--- src/design/tgb_pkg.sv ---
`timescale 1ns / 1ps

package tgb_pkg;

    // Font store geometry
    localparam int MAX_GLYPH_ROWS = 16;
    localparam int GLYPH_COUNT    = 96;
    localparam int MAX_SCREEN     = 8192;
    localparam int MAX_GLYPH_COLS = 8;
    localparam int STORE_DEPTH    = GLYPH_COUNT * MAX_GLYPH_ROWS;
    localparam int STORE_AW       = $clog2(STORE_DEPTH);

    // Printable range; anything else (but the null code) is drawn as a space
    localparam logic [7:0] CODE_FIRST = 8'd32;
    localparam logic [7:0] CODE_LAST  = 8'd126;
    localparam logic [7:0] CODE_NULL  = 8'd0;

    typedef enum logic [2:0] {
        REG_CHAR_WIDTH    = 3'd0,
        REG_CHAR_HEIGHT   = 3'd1,
        REG_SCREEN_WIDTH  = 3'd2,
        REG_SCREEN_HEIGHT = 3'd3,
        REG_LINE_PITCH    = 3'd4,
        REG_FB_BASE       = 3'd5,
        REG_FORE_COLOR    = 3'd6,
        REG_BACK_COLOR    = 3'd7
    } reg_idx_t;

    typedef enum logic {
        KIND_DRAW = 1'b0,
        KIND_FONT = 1'b1
    } kind_t;

    // Sequencer steps
    typedef enum logic [2:0] {
        ST_IDLE   = 3'd0,
        ST_SETUP1 = 3'd1,
        ST_SETUP2 = 3'd2,
        ST_SETUP3 = 3'd3,
        ST_EMIT   = 3'd4,
        ST_ADV    = 3'd5
    } step_t;

    // Jump conditions
    typedef enum logic [1:0] {
        C_ALWAYS  = 2'd0,
        C_DRAW    = 2'd1,
        C_NO_ROWS = 2'd2,
        C_LAST    = 2'd3
    } cond_t;

    // Datapath strobes
    typedef struct packed {
        logic take_in;
        logic mul1;
        logic mul2;
        logic addr;
        logic emit;
        logic adv;
    } ctrl_t;

    // Status back from the datapath
    typedef struct packed {
        logic draw_go;
        logic no_rows;
        logic last_sent;
    } seq_flags_t;

    typedef struct packed {
        ctrl_t ctrl;
        cond_t cond;
        step_t jump_to;
        step_t next_step;
    } uop_t;

    // Microcode ROM
    function automatic uop_t uop_rom(input step_t step);
        uop_t u;
        u = '{ctrl: '0, cond: C_ALWAYS, jump_to: ST_IDLE, next_step: ST_IDLE};
        case (step)
            ST_IDLE:
            begin
                u.ctrl.take_in = 1'b1;
                u.cond         = C_DRAW;
                u.jump_to      = ST_SETUP1;
                u.next_step    = ST_IDLE;
            end
            ST_SETUP1:
            begin
                u.ctrl.mul1 = 1'b1;
                u.cond      = C_ALWAYS;
                u.jump_to   = ST_SETUP2;
                u.next_step = ST_SETUP2;
            end
            ST_SETUP2:
            begin
                u.ctrl.mul2 = 1'b1;
                u.cond      = C_ALWAYS;
                u.jump_to   = ST_SETUP3;
                u.next_step = ST_SETUP3;
            end
            ST_SETUP3:
            begin
                u.ctrl.addr = 1'b1;
                u.cond      = C_NO_ROWS;
                u.jump_to   = ST_ADV;
                u.next_step = ST_EMIT;
            end
            ST_EMIT:
            begin
                u.ctrl.emit = 1'b1;
                u.cond      = C_LAST;
                u.jump_to   = ST_ADV;
                u.next_step = ST_EMIT;
            end
            ST_ADV:
            begin
                u.ctrl.adv  = 1'b1;
                u.cond      = C_ALWAYS;
                u.jump_to   = ST_IDLE;
                u.next_step = ST_IDLE;
            end
            default:
            begin
                u.cond      = C_ALWAYS;
                u.jump_to   = ST_IDLE;
                u.next_step = ST_IDLE;
            end
        endcase
        return u;
    endfunction

endpackage

--- src/design/tgb_seq.sv ---
`timescale 1ns / 1ps

module tgb_seq (
    input  logic                   clk,
    input  logic                   rst_n,
    input  tgb_pkg::seq_flags_t    flags,
    output tgb_pkg::ctrl_t         ctrl
);

    import tgb_pkg::*;

    step_t step_reg;
    step_t step_next;
    uop_t  uop;
    logic  taken;

    assign uop = uop_rom(step_reg);

    always_ff @(posedge clk or negedge rst_n)
    begin
        if (!rst_n)
        begin
            step_reg <= ST_IDLE;
        end
        else
        begin
            step_reg <= step_next;
        end
    end

    // next step
    always_comb
    begin
        case (uop.cond)
            C_ALWAYS:  taken = 1'b1;
            C_DRAW:    taken = flags.draw_go;
            C_NO_ROWS: taken = flags.no_rows;
            C_LAST:    taken = flags.last_sent;
            default:   taken = 1'b1;
        endcase
        step_next = taken ? uop.jump_to : uop.next_step;
    end

    // control word out
    always_comb
    begin
        ctrl = uop.ctrl;
    end

endmodule

--- config.mk ---
export PLATFORM = sky130hd
export DESIGN_NAME = tgb_seq
export DESIGN_NICKNAME = d
export VERILOG_FILES = /design/src/design/tgb_pkg.sv /design/src/design/tgb_seq.sv
export SDC_FILE = /design/constraint.sdc
export NUM_CORES = 1
export LEC_CHECK = 0
export BUFFER_PORTS_ARGS = -buffer_cell sky130_fd_sc_hd__buf_2
export CAP_MARGIN = 0
export CORE_AREA = 2 2 39 41
export CTS_BUF_LIST = sky130_fd_sc_hd__clkbuf_4 sky130_fd_sc_hd__clkbuf_8 sky130_fd_sc_hd__clkbuf_16
export CTS_CLUSTER_DIAMETER = 50
export CTS_CLUSTER_SIZE = 30
export DETAILED_ROUTE_END_ITERATION = 10
export DIE_AREA = 0 0 41 43
export MAX_ROUTING_LAYER = met4
export RECOVER_POWER = 100
export SYNTH_ARGS = -nofsm -noshare
export SYNTH_HDL_FRONTEND = slang
export SYNTH_SLANG_ARGS = --single-unit
--- constraint.sdc ---
create_clock -name clk -period 2.5 [get_ports clk]
set_clock_uncertainty 0.05 [all_clocks]
set_input_delay 0.5 -clock clk [delete_from_list [all_inputs] [get_ports clk]]
set_output_delay 0.5 -clock clk [all_outputs]
set_load 0.01 [all_outputs]
==> qor.txt <==
final slew viol count: 0
final wirelength: 430 microns
root buf cell: clkbuf_4
Most Used Layer, Global Route: met4
Final Hold Fails: 0
DRT iter0 DRCs: 1
largest net degree at the start of global routing: 10
routed len/inst: 8.776 microns
register area share after synthesis: 0.3871
Clock power frac: 0.288
core area: 0.001384 sq mm
VDD IR max: 0.3303 mV
overall die width: 41 microns
synthesis-stage register bit count: 3
detailed-route via count: 176
r2r setup slk: 1430 ps
GRT Overall Usage: 0.07018
Worst Max-Slew Pin Slew: 304.6 ps
setup repair bufs after CTS: 0
NumNets Final: 39
Sw Share: 0.3936
Cell Rows: 14
crit path to: ctrl[1]
IO Port Bufs: 10
DR pass1 iterations: 4
depth of the most critical reg-to-reg path: 3
Core Util, Final: 0.1926
CTS tree: done
Synth area leaders: dfrtp_1 39%, buf_12 10%, nor3b_1 7.7%
status: completed
syn avg cell area: 9.697 sq um
Area Overhead vs Synth: 37.42%
M3 GR Usage: 0.05236
net switching power: 132.8 uW
CP startpoint kind: flip-flop
worst reg2reg endpoint: step_reg[0]$_DFF_PN0_
min Tclk post-route: 1766 ps
Starting Density: 0.1401
CTS buffer count: 3
Post-DP Area: 239.0 sq um
diode count: 0
Worst Setup SP: step_reg[1]$_DFF_PN0_
clock buffer depth: 2
LEAKAGE: 0.0001158 uW
max cap viols: 0
met1 usage: 0.06494
Max Clk Rate: 0.5661 GHz
worst hold path type: in -> reg
clk slew on worst S/H paths: 40 ps
vias in the first global route: 173
Worst Path Max Fanout: 8
routability congestion estimate: 0.6594
Combinational Power Share: 0.372
pwr dens: 1266 mW/mm^2
global route total overflow: 0
Synth top area share: 0.3871
cts hold-fix bufs: 1
TNS Setup: 0 ps
GR Util met2: 0.07188
H-Tree Depth: 1
unique cell type count in the Yosys netlist: 15
Die Span Y: 43 microns
slew margin rel.: 0.7965
worst reg2reg path startpoint: step_reg[1]$_DFF_PN0_
instance count of the mapped netlist: 20
io pins: 11
area of the mapped netlist: 193.9 sq um
Pint: 204.7 uW
post-route ant nets: 0
worst skew pair latency: 230 ps
Tcrit/Tclk final: 0.7066
WP data arrival: 1220 ps
synth warn: 0
max reg flops: 3
RSZ-0062 raised after global routing: false
area leader, netlist: dfrtp_1
first-pass GRT wire length: 696 microns
WP data required: 1950 ps
Pwr Total: 337.5 uW
total clock sinks: 3
Critical Path Sink Type: output port
number of vias per cell: 3.592
sequential power share: 0.340
Post-DP HPWL: 311.4 microns
antenna violations before repair: 0
layout cells sized above 1: 0.2424
Synth Net Count: 25
Setup Crit Path Kind: reg -> out
Post-CTS Resized: 0
die area: 0.001763 sq mm
fin area: 266.5 sq um
Final setup viols: 0
drc violations: 0
==> per-layer routing <==
metal	share of wire	up-vias
met5	0	-
met4	0	0
met3	0.081	0
met2	0.46	6
met1	0.46	80
li1	-	90
==> worst min-delay path by stage <==
stage	from	end	slack [ps]	cells after the start
after floorplan	rst_n	step_reg[0]$_DFF_PN0_	150	0
after global placement	rst_n	step_reg[1]$_DFF_PN0_	250	1
after detailed placement	rst_n	step_reg[1]$_DFF_PN0_	250	1
after CTS	flags[0]	step_reg[0]$_DFF_PN0_	420	3
after global routing	flags[0]	step_reg[0]$_DFF_PN0_	430	3
final	flags[0]	step_reg[0]$_DFF_PN0_	430	3
==> stage by stage <==
stage / cells / setup slack [ps] / hold WS [ps]
finish: 49 / 733.5 / 425.8
global route: 49 / 629.6 / 425.8
CTS: 49 / 803.0 / 416.7
detailed placement: 44 / 1064 / 247.6
global placement: 44 / 1063 / 249.0
floorplan: 20 / 1112 / 154.4
==> cell usage in the layout (no fill, tap or decap), drive strengths merged <==
| cell | instances |
|---|---|
| or2 | 1 |
| a21oi | 1 |
| clkbuf | 10 |
| nor2b | 1 |
| and3b | 1 |
| nor3b | 3 |
| nand2 | 2 |
| buf | 4 |
| dlygate4sd3 | 1 |
| dfrtp | 3 |
| o21ai | 1 |
| xnor2 | 1 |
| nor2 | 2 |
| nor3 | 1 |
| nand2b | 1 |
==> logic make-up after synthesis <==
| family | share of synthesized area |
|---|---|
| DFF | 0.3871 |
| buffers and inverters | 0.1290 |
| xor gates and xnor gates | 0.04517 |
| AOI/OAI and AO/OA | 0.05156 |
| and+or+nand+nor | 0.3871 |
==> synth_stat cells (all sizes together) <==
master  n
nor2b   1
and3b   1
nand2b  1
nor3b   3
or2     1
nand2   2
buf     2
o21ai   1
xnor2   1
a21oi   1
nor2    2
dfrtp   3
nor3    1
==> worst max-delay path, stage by stage (launching register included) <==
cell     delay (ps)
dfrtp_1         450
nor3b_1         330
buf_2           200
==> power groups by stage <==
stage / Sequential (uW) / Combinational, uW / Clock (uW)
global placement: 117 / 136 / 0
floorplan: 86.2 / 154 / 0
global route: 121 / 143 / 105
CTS: 118 / 139 / 102
finish: 115 / 126 / 97.1
detailed placement: 118 / 136 / 0
==> area by class of cell <==
| class | count | area, sq um |
|---|---|---|
| fillers | 160 | 1117 |
| multi-input cells | 15 | 88.84 |
| flip-flops and latches | 3 | 75.07 |
| repair buffers | 11 | 52.55 |
| clock buffers | 4 | 30.03 |
| well taps | 16 | 20.02 |
Power figures use the tool's default switching activity.
